### src/sv/id3u8_pkg.sv
`default_nettype none

package id3u8_pkg;

  localparam int RUN_MAX = 6;
  localparam int CNT_W   = 3;
  localparam int CP_W    = 21;

  localparam logic [1:0] MODE_LATIN1 = 2'd0;
  localparam logic [1:0] MODE_UTF16  = 2'd1;
  localparam logic [1:0] MODE_PASS   = 2'd2;
  localparam logic [1:0] MODE_IGNORE = 2'd3;

  localparam logic [7:0] ENC_LATIN1   = 8'd0;
  localparam logic [7:0] ENC_UTF16    = 8'd1;
  localparam logic [7:0] ENC_UTF16_BE = 8'd2;
  localparam logic [7:0] ENC_UTF8     = 8'd3;

  localparam logic [7:0] BOM_FF     = 8'hFF;
  localparam logic [7:0] BOM_FE     = 8'hFE;
  localparam logic [7:0] CTRL_LIMIT = 8'h20;
  localparam logic [7:0] SPACE_BYTE = 8'h20;
  localparam logic [7:0] DEL_BYTE   = 8'h7F;

  localparam logic [5:0] HI_SUR_TAG = 6'b110110;
  localparam logic [5:0] LO_SUR_TAG = 6'b110111;

  localparam logic [CP_W-1:0] REPL_CP   = 21'h00FFFD;
  localparam logic [CP_W-1:0] SUPP_BASE = 21'h010000;

  localparam logic [7:0] REPL_B0 = 8'hEF;
  localparam logic [7:0] REPL_B1 = 8'hBF;
  localparam logic [7:0] REPL_B2 = 8'hBD;

  typedef struct packed {
    logic [7:0] data_byte;
    logic       is_first;
    logic       is_last;
  } in_item_t;

  typedef struct packed {
    logic [7:0] out_byte;
    logic       last_of_run;
  } out_item_t;

  typedef struct packed {
    logic            fffd_first;
    logic            code_valid;
    logic [CP_W-1:0] code;
    logic            raw_valid;
    logic [7:0]      raw_byte;
  } plan_t;

  typedef struct packed {
    logic [RUN_MAX-1:0][7:0] bytes;
    logic [CNT_W-1:0]        count;
  } run_t;

endpackage

`default_nettype wire

### src/sv/id3u8_decode.sv
`default_nettype none

module id3u8_decode
  import id3u8_pkg::*;
(
  input  wire logic     clk,
  input  wire logic     rst,
  input  wire logic     advance,
  input  wire in_item_t item,
  output plan_t         plan
);

  logic [1:0] mode, mode_next;
  logic       stopped, stopped_next;
  logic       half_valid, half_valid_next;
  logic [7:0] held_byte, held_byte_next;
  logic       little_endian, little_endian_next;
  logic       bom_pending, bom_pending_next;
  logic       hs_valid, hs_valid_next;
  logic [9:0] hs_bits, hs_bits_next;

  logic [7:0]  b;
  logic [15:0] unit;
  logic        is_high;
  logic        is_low;
  logic        bom_hit;

  assign b       = item.data_byte;
  assign unit    = little_endian ? {b, held_byte} : {held_byte, b};
  assign is_high = (unit[15:10] == HI_SUR_TAG);
  assign is_low  = (unit[15:10] == LO_SUR_TAG);
  assign bom_hit = ((held_byte == BOM_FF) && (b == BOM_FE)) ||
                   ((held_byte == BOM_FE) && (b == BOM_FF));

  always_comb begin
    mode_next          = mode;
    stopped_next       = stopped;
    half_valid_next    = half_valid;
    held_byte_next     = held_byte;
    little_endian_next = little_endian;
    bom_pending_next   = bom_pending;
    hs_valid_next      = hs_valid;
    hs_bits_next       = hs_bits;
    plan               = '0;
    plan.raw_byte      = (b < CTRL_LIMIT) ? SPACE_BYTE : b;

    if (item.is_first) begin
      case (b) inside
        ENC_LATIN1:             mode_next = MODE_LATIN1;
        ENC_UTF16, ENC_UTF16_BE: mode_next = MODE_UTF16;
        ENC_UTF8:               mode_next = MODE_PASS;
        default:                mode_next = MODE_IGNORE;
      endcase
      stopped_next       = 1'b0;
      half_valid_next    = 1'b0;
      little_endian_next = 1'b0;
      bom_pending_next   = (mode_next == MODE_UTF16);
      hs_valid_next      = 1'b0;
    end else if (!stopped) begin
      case (mode)
        MODE_LATIN1: begin
          if (b == 8'd0) begin
            stopped_next = 1'b1;
          end else begin
            plan.code_valid = 1'b1;
            plan.code       = {{(CP_W-8){1'b0}}, b};
          end
        end
        MODE_PASS: begin
          if (b == 8'd0) begin
            stopped_next = 1'b1;
          end else begin
            plan.raw_valid = 1'b1;
          end
        end
        MODE_UTF16: begin
          if (!half_valid) begin
            held_byte_next  = b;
            half_valid_next = 1'b1;
          end else begin
            half_valid_next  = 1'b0;
            bom_pending_next = 1'b0;
            if (bom_pending && bom_hit) begin
              little_endian_next = (held_byte == BOM_FF);
            end else if (hs_valid && is_low) begin
              hs_valid_next   = 1'b0;
              plan.code_valid = 1'b1;
              plan.code       = SUPP_BASE + {1'b0, hs_bits, unit[9:0]};
            end else begin
              if (hs_valid) begin
                hs_valid_next   = 1'b0;
                plan.fffd_first = 1'b1;
              end
              if (unit == 16'd0) begin
                stopped_next = 1'b1;
              end else if (is_high) begin
                hs_valid_next = 1'b1;
                hs_bits_next  = unit[9:0];
              end else if (is_low) begin
                plan.code_valid = 1'b1;
                plan.code       = REPL_CP;
              end else begin
                plan.code_valid = 1'b1;
                plan.code       = {{(CP_W-16){1'b0}}, unit};
              end
            end
          end
        end
        default: begin
        end
      endcase
    end

    if (item.is_last) begin
      if (!stopped_next && (mode_next == MODE_UTF16) && hs_valid_next) begin
        plan.code_valid = 1'b1;
        plan.code       = REPL_CP;
      end
      stopped_next     = 1'b1;
      half_valid_next  = 1'b0;
      bom_pending_next = 1'b0;
      hs_valid_next    = 1'b0;
    end
  end

  always_ff @(posedge clk) begin
    if (rst) begin
      mode          <= MODE_IGNORE;
      stopped       <= 1'b0;
      half_valid    <= 1'b0;
      little_endian <= 1'b0;
      bom_pending   <= 1'b0;
      hs_valid      <= 1'b0;
    end else if (advance) begin
      mode          <= mode_next;
      stopped       <= stopped_next;
      half_valid    <= half_valid_next;
      little_endian <= little_endian_next;
      bom_pending   <= bom_pending_next;
      hs_valid      <= hs_valid_next;
    end
  end

  always_ff @(posedge clk) begin
    if (advance) begin
      held_byte <= held_byte_next;
      hs_bits   <= hs_bits_next;
    end
  end

endmodule

`default_nettype wire

### src/sv/id3u8_encode.sv
`default_nettype none

module id3u8_encode
  import id3u8_pkg::*;
(
  input  wire plan_t plan,
  output run_t       run
);

  logic [CP_W-1:0] c;
  logic            is_ctrl;
  logic [2:0]      len;
  logic [2:0]      code_len;
  logic [3:0][7:0] cb;

  assign c        = plan.code;
  assign is_ctrl  = (c < CP_W'(32)) || (c == CP_W'(DEL_BYTE));
  assign code_len = plan.code_valid ? len : 3'd0;

  always_comb begin
    cb = '0;
    if (is_ctrl) begin
      len   = 3'd1;
      cb[0] = SPACE_BYTE;
    end else if (c < CP_W'(32'h80)) begin
      len   = 3'd1;
      cb[0] = c[7:0];
    end else if (c < CP_W'(32'h800)) begin
      len   = 3'd2;
      cb[0] = {3'b110, c[10:6]};
      cb[1] = {2'b10, c[5:0]};
    end else if (c < CP_W'(32'h10000)) begin
      len   = 3'd3;
      cb[0] = {4'b1110, c[15:12]};
      cb[1] = {2'b10, c[11:6]};
      cb[2] = {2'b10, c[5:0]};
    end else begin
      len   = 3'd4;
      cb[0] = {5'b11110, c[20:18]};
      cb[1] = {2'b10, c[17:12]};
      cb[2] = {2'b10, c[11:6]};
      cb[3] = {2'b10, c[5:0]};
    end
  end

  always_comb begin
    run = '0;
    if (plan.raw_valid) begin
      run.bytes[0] = plan.raw_byte;
      run.count    = CNT_W'(1);
    end else if (plan.fffd_first) begin
      run.bytes[0] = REPL_B0;
      run.bytes[1] = REPL_B1;
      run.bytes[2] = REPL_B2;
      run.bytes[3] = cb[0];
      run.bytes[4] = cb[1];
      run.bytes[5] = cb[2];
      run.count    = CNT_W'(3) + code_len;
    end else begin
      run.bytes[0] = cb[0];
      run.bytes[1] = cb[1];
      run.bytes[2] = cb[2];
      run.bytes[3] = cb[3];
      run.count    = code_len;
    end
  end

endmodule

`default_nettype wire

### src/sv/id3u8_serial.sv
`default_nettype none

module id3u8_serial
  import id3u8_pkg::*;
(
  input  wire logic             clk,
  input  wire logic             rst,
  input  wire logic             load,
  input  wire run_t             run_in,
  input  wire logic             result_ready,
  output logic                  result_valid,
  output out_item_t             result,
  output logic                  free,
  output logic [CNT_W-1:0]      count
);

  logic [RUN_MAX-1:0][7:0] bytes;
  logic                    take;

  assign result_valid       = (count != '0);
  assign result.out_byte    = bytes[0];
  assign result.last_of_run = (count == CNT_W'(1));
  assign take               = result_valid && result_ready;
  assign free               = !result_valid || (result.last_of_run && result_ready);

  always_ff @(posedge clk) begin
    if (rst) begin
      count <= '0;
    end else if (load) begin
      count <= run_in.count;
    end else if (take) begin
      count <= count - CNT_W'(1);
    end
  end

  always_ff @(posedge clk) begin
    if (load) begin
      bytes <= run_in.bytes;
    end else if (take) begin
      bytes <= {8'h00, bytes[RUN_MAX-1:1]};
    end
  end

endmodule

`default_nettype wire

### src/sv/id3_text_to_utf8_core.sv
// ID3 text frame to UTF-8 converter.
// The item channel (item_valid, item_ready, item) takes one frame byte per beat;
// is_first marks the encoding byte and is_last the final byte of a frame.
// The result channel (result_valid, result_ready, result) gives one UTF-8 byte
// per beat, with last_of_run set on the final byte caused by one input byte.
// A beat is held in an input register, decoded against the frame state once the
// serializer is free and loaded into a six-byte run register that it drains.
// An accepted beat reaches the result port through the input and run registers.
// The block takes one input beat per cycle while each beat yields at most one
// byte and the receiver keeps result_ready high; a beat that yields more bytes
// holds the run register until its last byte is taken, so the serializer's one
// byte per cycle sets the rate. Beats that yield nothing leave the run free.
// Reset empties both registers and puts the frame state in ignore mode until
// an encoding byte arrives.
// When the receiver stalls, the run register holds, the input register fills,
// and item_ready drops until the run register frees up.
`default_nettype none

module id3_text_to_utf8_core
  import id3u8_pkg::*;
(
  input  wire logic      clk,
  input  wire logic      rst,
  input  wire logic      item_valid,
  output logic           item_ready,
  input  wire in_item_t  item,
  output logic           result_valid,
  input  wire logic      result_ready,
  output out_item_t      result
);

  logic             item_held;
  in_item_t         item_reg;
  logic             advance;
  logic             run_free;
  logic [CNT_W-1:0] run_count;
  plan_t            plan;
  run_t             run;

  assign advance    = item_held && run_free;
  assign item_ready = !item_held || advance;

  always_ff @(posedge clk) begin
    if (rst) begin
      item_held <= 1'b0;
    end else if (item_ready) begin
      item_held <= item_valid;
    end
  end

  always_ff @(posedge clk) begin
    if (item_ready && item_valid) begin
      item_reg <= item;
    end
  end

  id3u8_decode u_decode (
    .clk     (clk),
    .rst     (rst),
    .advance (advance),
    .item    (item_reg),
    .plan    (plan)
  );

  id3u8_encode u_encode (
    .plan (plan),
    .run  (run)
  );

  id3u8_serial u_serial (
    .clk          (clk),
    .rst          (rst),
    .load         (advance),
    .run_in       (run),
    .result_ready (result_ready),
    .result_valid (result_valid),
    .result       (result),
    .free         (run_free),
    .count        (run_count)
  );

`ifndef SYNTHESIS
  a_reset_empty: assert property (@(posedge clk) rst |=> !result_valid)
    else $error("result valid right after reset");

  a_run_bound: assert property (@(posedge clk) disable iff (rst)
    run_count <= CNT_W'(RUN_MAX))
    else $error("run longer than six bytes");

  a_run_continues: assert property (@(posedge clk) disable iff (rst)
    (result_valid && result_ready && !result.last_of_run) |=> result_valid)
    else $error("run ended before its last byte");

  a_item_kept: assert property (@(posedge clk) disable iff (rst)
    (item_held && !advance) |=> (item_held && $stable(item_reg)))
    else $error("waiting input beat lost");
`endif

endmodule

`default_nettype wire
### config.mk
export PLATFORM = sky130hd
export DESIGN_NAME = id3_text_to_utf8_core
export DESIGN_NICKNAME = d
export VERILOG_FILES = /design/src/sv/id3u8_pkg.sv /design/src/sv/id3u8_decode.sv /design/src/sv/id3u8_encode.sv /design/src/sv/id3u8_serial.sv /design/src/sv/id3_text_to_utf8_core.sv
export SDC_FILE = /design/constraint.sdc
export NUM_CORES = 1
export LEC_CHECK = 0
export ABC_CLOCK_PERIOD_IN_PS = 3200
export BUFFER_PORTS_ARGS = -buffer_cell sky130_fd_sc_hd__clkbuf_2
export CORE_ASPECT_RATIO = 0.6
export CORE_MARGIN = 4
export CORE_UTILIZATION = 56
export DETAILED_ROUTE_END_ITERATION = 6
export GPL_TIMING_DRIVEN = 1
export PLACE_DENSITY = 0.77
export SETUP_SLACK_MARGIN = 0.2
export SYNTH_ARGS = -nofsm -noshare
export SYNTH_HDL_FRONTEND = slang
export SYNTH_SLANG_ARGS = --single-unit
### constraint.sdc
create_clock -name clk -period 3.2 [get_ports clk]
set_input_delay 0.32 -clock clk [delete_from_list [all_inputs] [get_ports clk]]
set_output_delay 0.32 -clock clk [all_outputs]
set_load 0.005 [all_outputs]
# == Yosys cells after proc, flatten, opt, wreduce, memory -nomap -nowiden ==
# Index checks and enable logic that the tools add are counted.
# op_classes
n_addsub,3
order_cmp,5
n_eq_ne,17
n_mux,83
bitwise,6
reduce_logical,34
# ops
cell,count
$mux W24,7
$mux W22,7
$mux W16,7
$mux W48,2
$mux W23,2
$pmux W22 S2,1
$mux W40,1
$mux W1,38
$mux W35,1
$eq A8 B8 Y1 const B,4
$mux W8,4
$add A17 B20 Y21 const A,1
$eq A21 B7 Y1 const B,1
$lt A21 B12 Y1 const B,1
$lt A21 B17 Y1 const B,1
$lt A21 B6 Y1 const B,1
$lt A21 B8 Y1 const B,1
$mux W3,7
$eq A8 B2 Y1 const B,2
$logic_not A16 Y1,1
$eq A6 B6 Y1 const B,2
$mux W11,1
$logic_and A1 B1 Y1,10
$reduce_and A5 Y1,2
other kinds (22),43
# word_totals
ff_bits,87
in_bits,14
out_inout_bits,11
word_cells,167

# == Logic depth before layout (Yosys ltp) ==
# Gate-level depths: netlist (run 1).
# depth
word_depth,27
depth_mapped,17
depth_no_buf,14

# == Modules after synthesis ==
# From an unflattened synthesis (run 1), not the netlist that was laid out.
# unflattened
cells_unflattened,521
hier_area_um2,5520.3
# by_module_without_submodules
mod,instances,cells_each,area_per_inst_um2,seq_area_each_um2
id3u8_serial,1,137,2294.7,1501.4
id3u8_decode,1,205,1883.1,680.7
id3u8_encode,1,163,979.7,0.0
id3_text_to_utf8_core,1,16,362.8,320.3

# == Worst setup path before layout (run 1) ==
# OpenSTA, ideal clock, no wires.
# synth_timing
path_type,flip-flop to flip-flop
from,register item_reg[2] (netlist bit)
to,register u_serial.count[2]
setup_ns,0.127
t_arrival_ns,2.996
required_ns,3.073
setup_slack_ns,0.077
path_stages_with_launch,18
n_path_buf,4
period_less_slack_ns,3.123
cell_sequence,edfxtp_1 -> clkbuf_1 -> xnor2_1 -> nor4_1 -> a21oi_2 -> o32a_1 -> buf_2 -> nand3_1 -> nor4b_4 -> buf_6 -> buf_12 -> nand2_1 -> nand2_1 -> ha_1 -> o21ai_0 -> a32o_1 -> a22oi_1 -> nor2_1
# synth_via
elab_chain_cells,24
word_cells_on_any_way,68
cone_classes,2 x add/sub; 4 x order compare; 7 x eq/ne; 44 x mux; 11 x reduce/logical
# synth_rtl
item,line,rtl
from (decl),id3_text_to_utf8_core.sv:33,in_item_t item_reg;
from (signal assigned),id3_text_to_utf8_core.sv:53,item_reg <= item;
branches (longest 22 deep; another with $add A17 B20 Y21),--,
$mux W11 *,id3u8_encode.sv:48,if (plan.raw_valid) begin
$mux W3 *,id3u8_serial.sv:29,end else if (load) begin
to (signal assigned),id3u8_serial.sv:30,count <= run_in.count;
to (signal assigned),id3u8_serial.sv:32,count <= count - CNT_W'(1);
to (decl),id3u8_serial.sv:14,output logic [CNT_W-1:0] count
# Mark *: on every way between the ends. The select of a mux whose other input is x is not followed.
# A chain may end at the register's enable or synchronous reset.

# == Final worst setup path (run 1) ==
# layout_timing
from,register item_reg[5] (netlist bit)
to,register u_serial.bytes[37] (netlist bit) (data pin)
# layout_via
elab_chain_cells,27
word_cells_on_any_way,76
cone_classes,1 x add/sub; 4 x order compare; 9 x eq/ne; 50 x mux; 12 x reduce/logical
# layout_rtl
item,line,rtl
branches (longest 25 deep; another with $add A17 B20 Y21),--,
$mux W40 *,id3u8_encode.sv:48,
$mux W48 *,id3u8_serial.sv:37,if (load) begin
to (signal assigned),id3u8_serial.sv:38,bytes <= run_in.bytes;
to (signal assigned),id3u8_serial.sv:40,"bytes <= {8'h00, bytes[RUN_MAX-1:1]};"
to (decl),id3u8_serial.sv:17,logic [RUN_MAX-1:0][7:0] bytes;
# Marked as above.

==> results of run 1 <==
-- worst min path at each step --
stage | startpoint | to | depth (start not counted) | slack, ps
2_1_floorplan | rst | u_decode.mode[1] | 1 | 410
3_3_place_gp | u_decode.bom_pending | u_decode.bom_pending | 2 | 480
3_5_place_dp | item[9] | item_reg[9] | 1 | 500
4_1_cts | item[1] | item_reg[1] | 1 | 150
5_1_grt | item[1] | item_reg[1] | 1 | 140
6_report | item[9] | item_reg[9] | 1 | 150
-- cell type report --
type,count,area (um^2)
clock buffer,10,229
clock inverter,6,63.8
tap,112,140
inverter,8,30.0
fill,557,1960
timing repair buffer,130,980
multi-input combinational,392,2940
sequential,85,2440
-- worst reg2reg max path, stage by stage (launching register included) --
cell and delay, ps:
edfxtp_1 440, nand4_1 310, buf_4 190, o22a_4 190, nor2_4 60, or4_1 530, nand3_2 140, nor4b_4 60
buf_12 140, buf_4 140, buf_6 150, a221oi_1 260, nor2_1 100, a22o_1 210
-- per-stage QoR --
stage | total power [uW] | cells | hold WS (ps) | setup WS, ps
3_5_place_dp | 2790 | 698 | 499 | -88.2
6_report | 3920 | 743 | 150 | 25.3
5_1_grt | 4090 | 743 | 144 | -63.7
3_3_place_gp | 2730 | 698 | 479 | -171
4_1_cts | 3850 | 721 | 149 | 89.3
2_1_floorplan | 2470 | 523 | 414 | 202
-- cell usage after synthesis, types with 3 or more instances --
library cell	number	share of area, %
a211o_1	3	0.51
a21o_1	5	0.72
a21oi_1	34	3.3
a221o_1	7	1.3
a221oi_1	7	1.2
a22o_1	6	1.0
a22oi_1	7	1.0
a31oi_1	4	0.48
a32o_1	5	0.96
and2_1	7	0.84
and3_1	7	0.84
buf_2	10	0.96
buf_4	9	1.3
clkbuf_1	14	1.0
dfxtp_1	11	4.2
edfxtp_1	74	43
ha_1	5	1.2
inv_1	8	0.58
mux2_2	11	2.4
mux2i_1	8	1.5
nand2_1	51	3.7
nand2b_1	6	0.72
nand3_1	13	1.3
nand4_1	6	0.72
nor2_1	55	4.0
nor2b_1	4	0.48
nor3_1	13	1.3
nor3b_1	4	0.58
nor4_1	12	1.4
nor4b_1	3	0.51
o21ai_0	31	3.0
o21ai_1	8	0.77
o22a_1	6	1.0
or3_1	4	0.48
or4_1	4	0.58
xnor2_1	4	0.67
-- routing by layer --
metal | up-vias | routed length (um) | global-route usage [%]
li1 | 2234 | - | -
met3 | 67 | 3010 | 12.5
met4 | 0 | 529 | 6.43
met1 | 2463 | 7860 | 50.4
met2 | 459 | 7120 | 45.5
met5 | - | 0 | 0
-- timing repair --
item,CTS,global route
cloned,0,1
pin swaps,13,10
setup buffers,7,21
endpoints found under the hold margin,0,0
gates resized for setup,43,55
setup endpoints to repair,26,44
-- placed cells by master (no fill, tap or decap), types with 5 or more instances in the layout --
master | synthesis | final
clkbuf_16 | 0 | 10
buf_6 | 2 | 9
buf_4 | 9 | 95
mux2i_1 | 8 | 6
dfxtp_1 | 11 | 11
a22o_1 | 6 | 6
edfxtp_1 | 74 | 74
nor2_4 | 0 | 5
mux2_2 | 11 | 11
a21oi_2 | 2 | 7
a21oi_1 | 34 | 29
and3_1 | 7 | 7
o21ai_2 | 0 | 7
inv_1 | 8 | 8
a22oi_1 | 7 | 7
o22a_1 | 6 | 5
a221oi_1 | 7 | 7
nand3_1 | 13 | 8
o21ai_0 | 31 | 27
nor2_2 | 1 | 6
nor4_1 | 12 | 5
nor3_1 | 13 | 11
nand2_1 | 51 | 50
a32o_1 | 5 | 5
nand4_1 | 6 | 6
and2_1 | 7 | 5
nor2_1 | 55 | 45
a221o_1 | 7 | 7
clkbuf_2 | 1 | 24
-- where the power goes --
| part | leakage [uW] | switching, uW | internal [uW] |
|---|---|---|---|
| clock | 0.000140 | 440 | 604 |
| sequential | 0.000799 | 138 | 1680 |
| combinational | 0.00161 | 641 | 425 |
| total | 0.00255 | 1220 | 2700 |
-- logic make-up (layout without fill, tap and decap cells) --
group	after synthesis	in the layout	share of synthesized area (%)
flip-flops	85	85	47.0
AO/OA/AOI/OAI	158	158	21.9
buffers and inverters	46	154	4.84
XOR/XNOR	4	4	0.673
adder cells (fa/ha/maj)	5	5	1.20
AND/OR/NAND/NOR	206	206	20.5
multiplexers	19	19	3.92
==> metrics.md, run 1 <==
| Metric | Value |
|---|---|
| CTS clock-pin slew for the worst setup and hold paths | 70 ps |
| Cell Pwr Density | about 570 nW/um^2 |
| Reg2reg path depth | 13 |
| CTS sink count | 85 |
| Initial antenna violation count | 0 |
| Post-synthesis sequential area ratio | 47.0% |
| Crit path to | u_serial.bytes[37] |
| CTS root buffer | clkbuf_16 |
| # Max-Cap Violations | 0 |
| Avg Vias per Cell | 7.03 |
| CTS tree | built |
| CP most frequent cell | buf_4 |
| Post-route DRC | 0 |
| Synth Flop Type | edfxtp_1 |
| Max FFs per register | 38 |
| Setup CP Type | reg -> reg |
| Status | completed |
| Share of layout cells above drive strength 1 | a little under two fifths |
| Worst r2r dst | u_serial.bytes[37] |
| RSZ-0062 raised after global routing | true |
| Startpoint Class | flop |
| Syn_nets | 542 |
| Num rows | 26 |
| Critical Path End Type | flop |
| Slew headroom | approximately 41% |
| Count of final setup violators | 0 |
| Post-synth design cell area | 5200 um^2 |
| Core area | ~8800 um^2 |
| Dpl cell area | between 5000 and 6000 um^2 |
| First-pass GRT wire length | 27.4 mm |
| Post-route cell area | ~6800 um^2 |
| Clock latency on the worst-skew pair | between 300 and 400 ps |
| RePlAce Congestion | 1.13 |
| Max VDD drop | approximately 570 uV |
| Syn Inst Count | 523 |
| DIE AREA | roughly 11000 um^2 |
| Routed wire per std cell | between 20 and 25 um |
| Slowest Stage Delay on Critical Path | approximately 530 ps |
| GRT Total Usage | 33.4% |
| Number of diodes | 0 |
| Die width | approximately 130 um |
| Fmax | ~0.31 GHz |
| P_leak | between 0.002 and 0.003 uW |
| Hpwl dp | 13.3 mm |
| Starting DRT DRC Count | ~820 |
| Post-CTS Hold Buffers | 0 |
| CP top delay family | simple AND/OR/NAND/NOR gates |
| EDFF count, synth | 74 |
| Syn. warnings | 0 |
| Pins Over Slew Limit | 0 |
| Cells along the critical path | nand4_1 > buf_4 > o22a_4 > nor2_4 > or4_1 > nand3_2 > nor4b_4 > buf_12 > buf_4 > buf_6 > a221oi_1 > nor2_1 > a22o_1 |
| Minimum clock period | between 3000 and 4000 ps |
| I/O Pins | 25 |
| Aggregate global routing overflow | 0 |
| Max Root-Sink Buffers | 2 |
| Setup Skew | 10.3 ps |
| Worst endpoint data arrival time | roughly 3300 ps |
| CTS buffer count | 9 |
| Synthesis-stage register bit count | 85 |
| Final critical-path share of the clock period | around 99% |
| I/O Buffers | 24 |
| R2r startpoint | item_reg[5] |
| Die H | just over 80 um |
| Final hold vios | 0 |
| Crit path required time | ~3300 ps |
| Mapped Avg Cell Area | around 9.9 um^2 |
| Via count | 5223 |
| Initial Util | 59.2% |
| Buffer and inverter count on the worst path | 4 |
| Area grow syn2layout | 31.2% |
| NumNets Final | 645 |
| Worst-Margin Slew | approximately 880 ps |
| Reg2reg setup slack | ~25 ps |
| Stages on the worst setup path | 13 |
| CP max-delay cell | or4_1 |
| Final core occ | 77.7% |
| Post-synth ARST share | 0% |
| Min-Delay Path Class | in -> reg |
| Largest net degree at the start of global routing | 39 |
| Critical Path Source | item_reg[5] |
| Drt first pass iters | 6 |
| Setup tns final | 0 ps |
| Largest fanout on the critical path | 10 |
| Post-DRT Antenna Nets | 0 |
| Yosys cell types | 80 |
| H-tree depth | 3 |
| Vias in the first global route | 4593 |
| Final wirelength | roughly 19 mm |
Power figures use the tool's default switching activity.
==> run 2: changes to the inputs <==
- CORE_MARGIN: 4 -> 1
- PLACE_DENSITY: 0.77 -> 0.76
- SYNTH_HIERARCHICAL: default -> 1
==> run 2 against run 1 <==
The flow now finishes with violations (setup timing). Via count fell by 1.9%. Utilization rose by 2.4 points. Non-clock buffer count rose by 39. Critical endpoint is now u_serial/result[1].
==> metrics.md, run 2 <==
| Metric | Value |
|---|---|
| Post-route DRC | 0 |
| Via count | between 5000 and 6000 |
| Yosys cell types | 79 |
| Starting DRT DRC Count | around 730 |
| Most common cell after layout, fill and taps aside | buf_4 |
| Worst-Margin Slew | 758 ps |
| Critical Path End Type | flop |
| Cells along the critical path | nor4_2 > a22oi_2 > a2111oi_4 > a221o_1 > nor3_4 > a221o_1 > or4_4 > nor4_4 > buf_4 > a31oi_4 > a221o_1 > mux2_4 |
| Post-CTS Hold Buffers | 0 |
| I/O Buffers | 24 |
| CTS clock-pin slew for the worst setup and hold paths | ~70 ps |
| Max FFs per register | 40 |
| Synthesis-stage register bit count | 87 |
| Vias in the first global route | about 4600 |
| Final critical-path share of the clock period | 125% |
| Mapped Avg Cell Area | 10.6 um^2 |
| Fmax | between 0.2 and 0.3 GHz |
| DIE AREA | 10300 um^2 |
| Max VDD drop | 804 uV |
| Aggregate global routing overflow | 0 |
| Commonest non-fill, non-tap cells in the layout | buf_4, edfxtp_1, nor2_1 |
| Slew headroom | 49.5% |
| Number of diodes | 0 |
| Syn Inst Count | approximately 520 |
| Final hold vios | 0 |
| P_leak | between 0.002 and 0.003 uW |
| Largest fanout on the critical path | 5 |
| Avg Vias per Cell | around 6.4 |
| Hpwl dp | about 13 mm |
| Largest area contributor in the netlist | edfxtp_1 |
| Post-synth design cell area | between 5000 and 6000 um^2 |
| Min-Delay Path Class | in -> reg |
| CP max-delay cell | or4_4 |
| Routed wire per std cell | between 20 and 25 um |
| Pre-CTS setup slack | -899 ps |
| Post-synth ARST share | 0% |
| First-pass GRT wire length | 26.7 mm |
| Setup ws final | -796 ps |
| CTS buffer count | 9 |
| Die H | 78.9 um |
| CTS root buffer | clkbuf_16 |
| Slowest Stage Delay on Critical Path | 590 ps |
| Count of final setup violators | 47 |
| Initial Util | about three fifths |
| Yosys top cell area share | about two fifths |
| CP most frequent cell | a221o_1 |
| RSZ-0062 raised after global routing | true |
| Startpoint Class | flop |
| Largest net degree at the start of global routing | 56 |
| Clock latency on the worst-skew pair | between 300 and 400 ps |
| CTS tree | built |
| I/O Pins | 25 |
| Setup CP Type | reg -> reg |
| Area grow syn2layout | 35.8% |
| Die width | about 130 um |
| Minimum clock period | approximately 4000 ps |
| Post-synth top cells | edfxtp_1, nor2_1, mux2_2 |
| Post-DRT Antenna Nets | 0 |
| Worst endpoint data arrival time | ~4100 ps |
| EDFF count, synth | 76 |
| GRT Total Usage | around 36% |
| Cell with the most instances after synthesis | edfxtp_1 |
| Setup tns final | -29940 ps |
| Crit path required time | between 3000 and 4000 ps |
| Setup Skew | ~5.5 ps |
| Final wirelength | between 15 and 20 mm |
| Synth Flop Type | edfxtp_1 |
| Num rows | 27 |
| Max Root-Sink Buffers | 2 |
| # Max-Cap Violations | 0 |
| Cell Pwr Density | a little over 500 nW/um^2 |
| NumNets Final | roughly 700 |
| Failing checks | setup timing |
| RePlAce Congestion | about 0.99 |
| Share of layout cells above drive strength 1 | approximately 51% |
| Dominant cells by area after synthesis | edfxtp_1, mux2_2, dfxtp_1 |
| Post-synthesis sequential area ratio | between 40 and 50% |
| Core area | about 9400 um^2 |
| Status | finished with violations |
| H-tree depth | 3 |
| Initial antenna violation count | 0 |
| Drt first pass iters | 6 |
| Pins Over Slew Limit | 0 |
| CTS sink count | 87 |
| Syn. warnings | 6 |
## run 2: stage by stage
stage / instances / util [%] / hold WS (ps) / total power (uW) / instance area, um^2
floorplan: 524 / - / 382 / 2510 / 5610
global placement: 770 / 71.1 / 487 / 2690 / 6650
detailed placement: 770 / 71.1 / 498 / 2740 / 6650
CTS: 789 / 75.9 / 142 / 3800 / 7100
global route: 797 / 80.1 / 143 / 4010 / 7500
finish: 797 / 80.1 / 143 / 3870 / 7500
## run 2: logic make-up (layout without fill, tap and decap cells)
kind of cell,count (synthesis),after routing,share of synthesized area (%)
adder cells (fa/ha/maj),5,5,1.13
flip-flops,87,87,45.3
other,1,4,0.0679
XOR/XNOR,5,5,0.793
AND/OR/NAND/NOR,182,182,18.0
buffers and inverters,61,204,6.10
multiplexers,59,59,12.0
AO/OA/AOI/OAI,121,121,16.6
## run 2: worst paths after layout
check / from / endpoint / slack [ps] / depth (start not counted)
worst max-delay path: item_reg[9] / u_serial/result[1] / -800 / 12
worst min-delay path: item[0] / item_reg[0] / 140 / 1
worst max register to register: item_reg[9] / u_serial/result[1] / -800 / 12
worst min register to register: item_held / item_held / 510 / 2
## run 2: area by class of cell
class                           instances  area, um^2
Clock buffer                            9         225
Clock inverter                          7        72.6
Fill cell                             597        1860
Inverter                               19        71.3
Multi-Input combinational cell        376        3190
Sequential cell                        87        2500
Tap cell                              130         163
Timing Repair Buffer                  169        1270
## run 2: layer usage
layer | GRT usage, % | share of wire [%] | vias up | wire (um)
li1 | - | - | 2246 | -
met1 | 54.3 | 44 | 2456 | 8020
met2 | 47.6 | 40 | 376 | 7350
met3 | 14.6 | 15 | 44 | 2710
met4 | 6.51 | 1.7 | 0 | 317
met5 | 0 | 0 | - | 0
## run 2: worst max-delay path, delay by kind of cell, from the launching register on
family | cells | cell delay [ps]
buf+inv | 1 | 180
compound gates | 6 | 1670
mux | 1 | 270
simple gates | 4 | 1190
flops | 1 | 430
## run 2: power breakdown
group          total [uW]  internal [uW]  switching (uW)
registers            1820           1700             119
clock network        1060            606             452
logic                 997            478             518
total                3870           2780            1090
## run 2: what timing repair did
item | 4_1_cts | 5_1_grt
buffers inserted | 3 | 8
endpoints found under the setup margin | 47 | 47
pin swaps | 5 | 27
gates resized for setup | 25 | 78
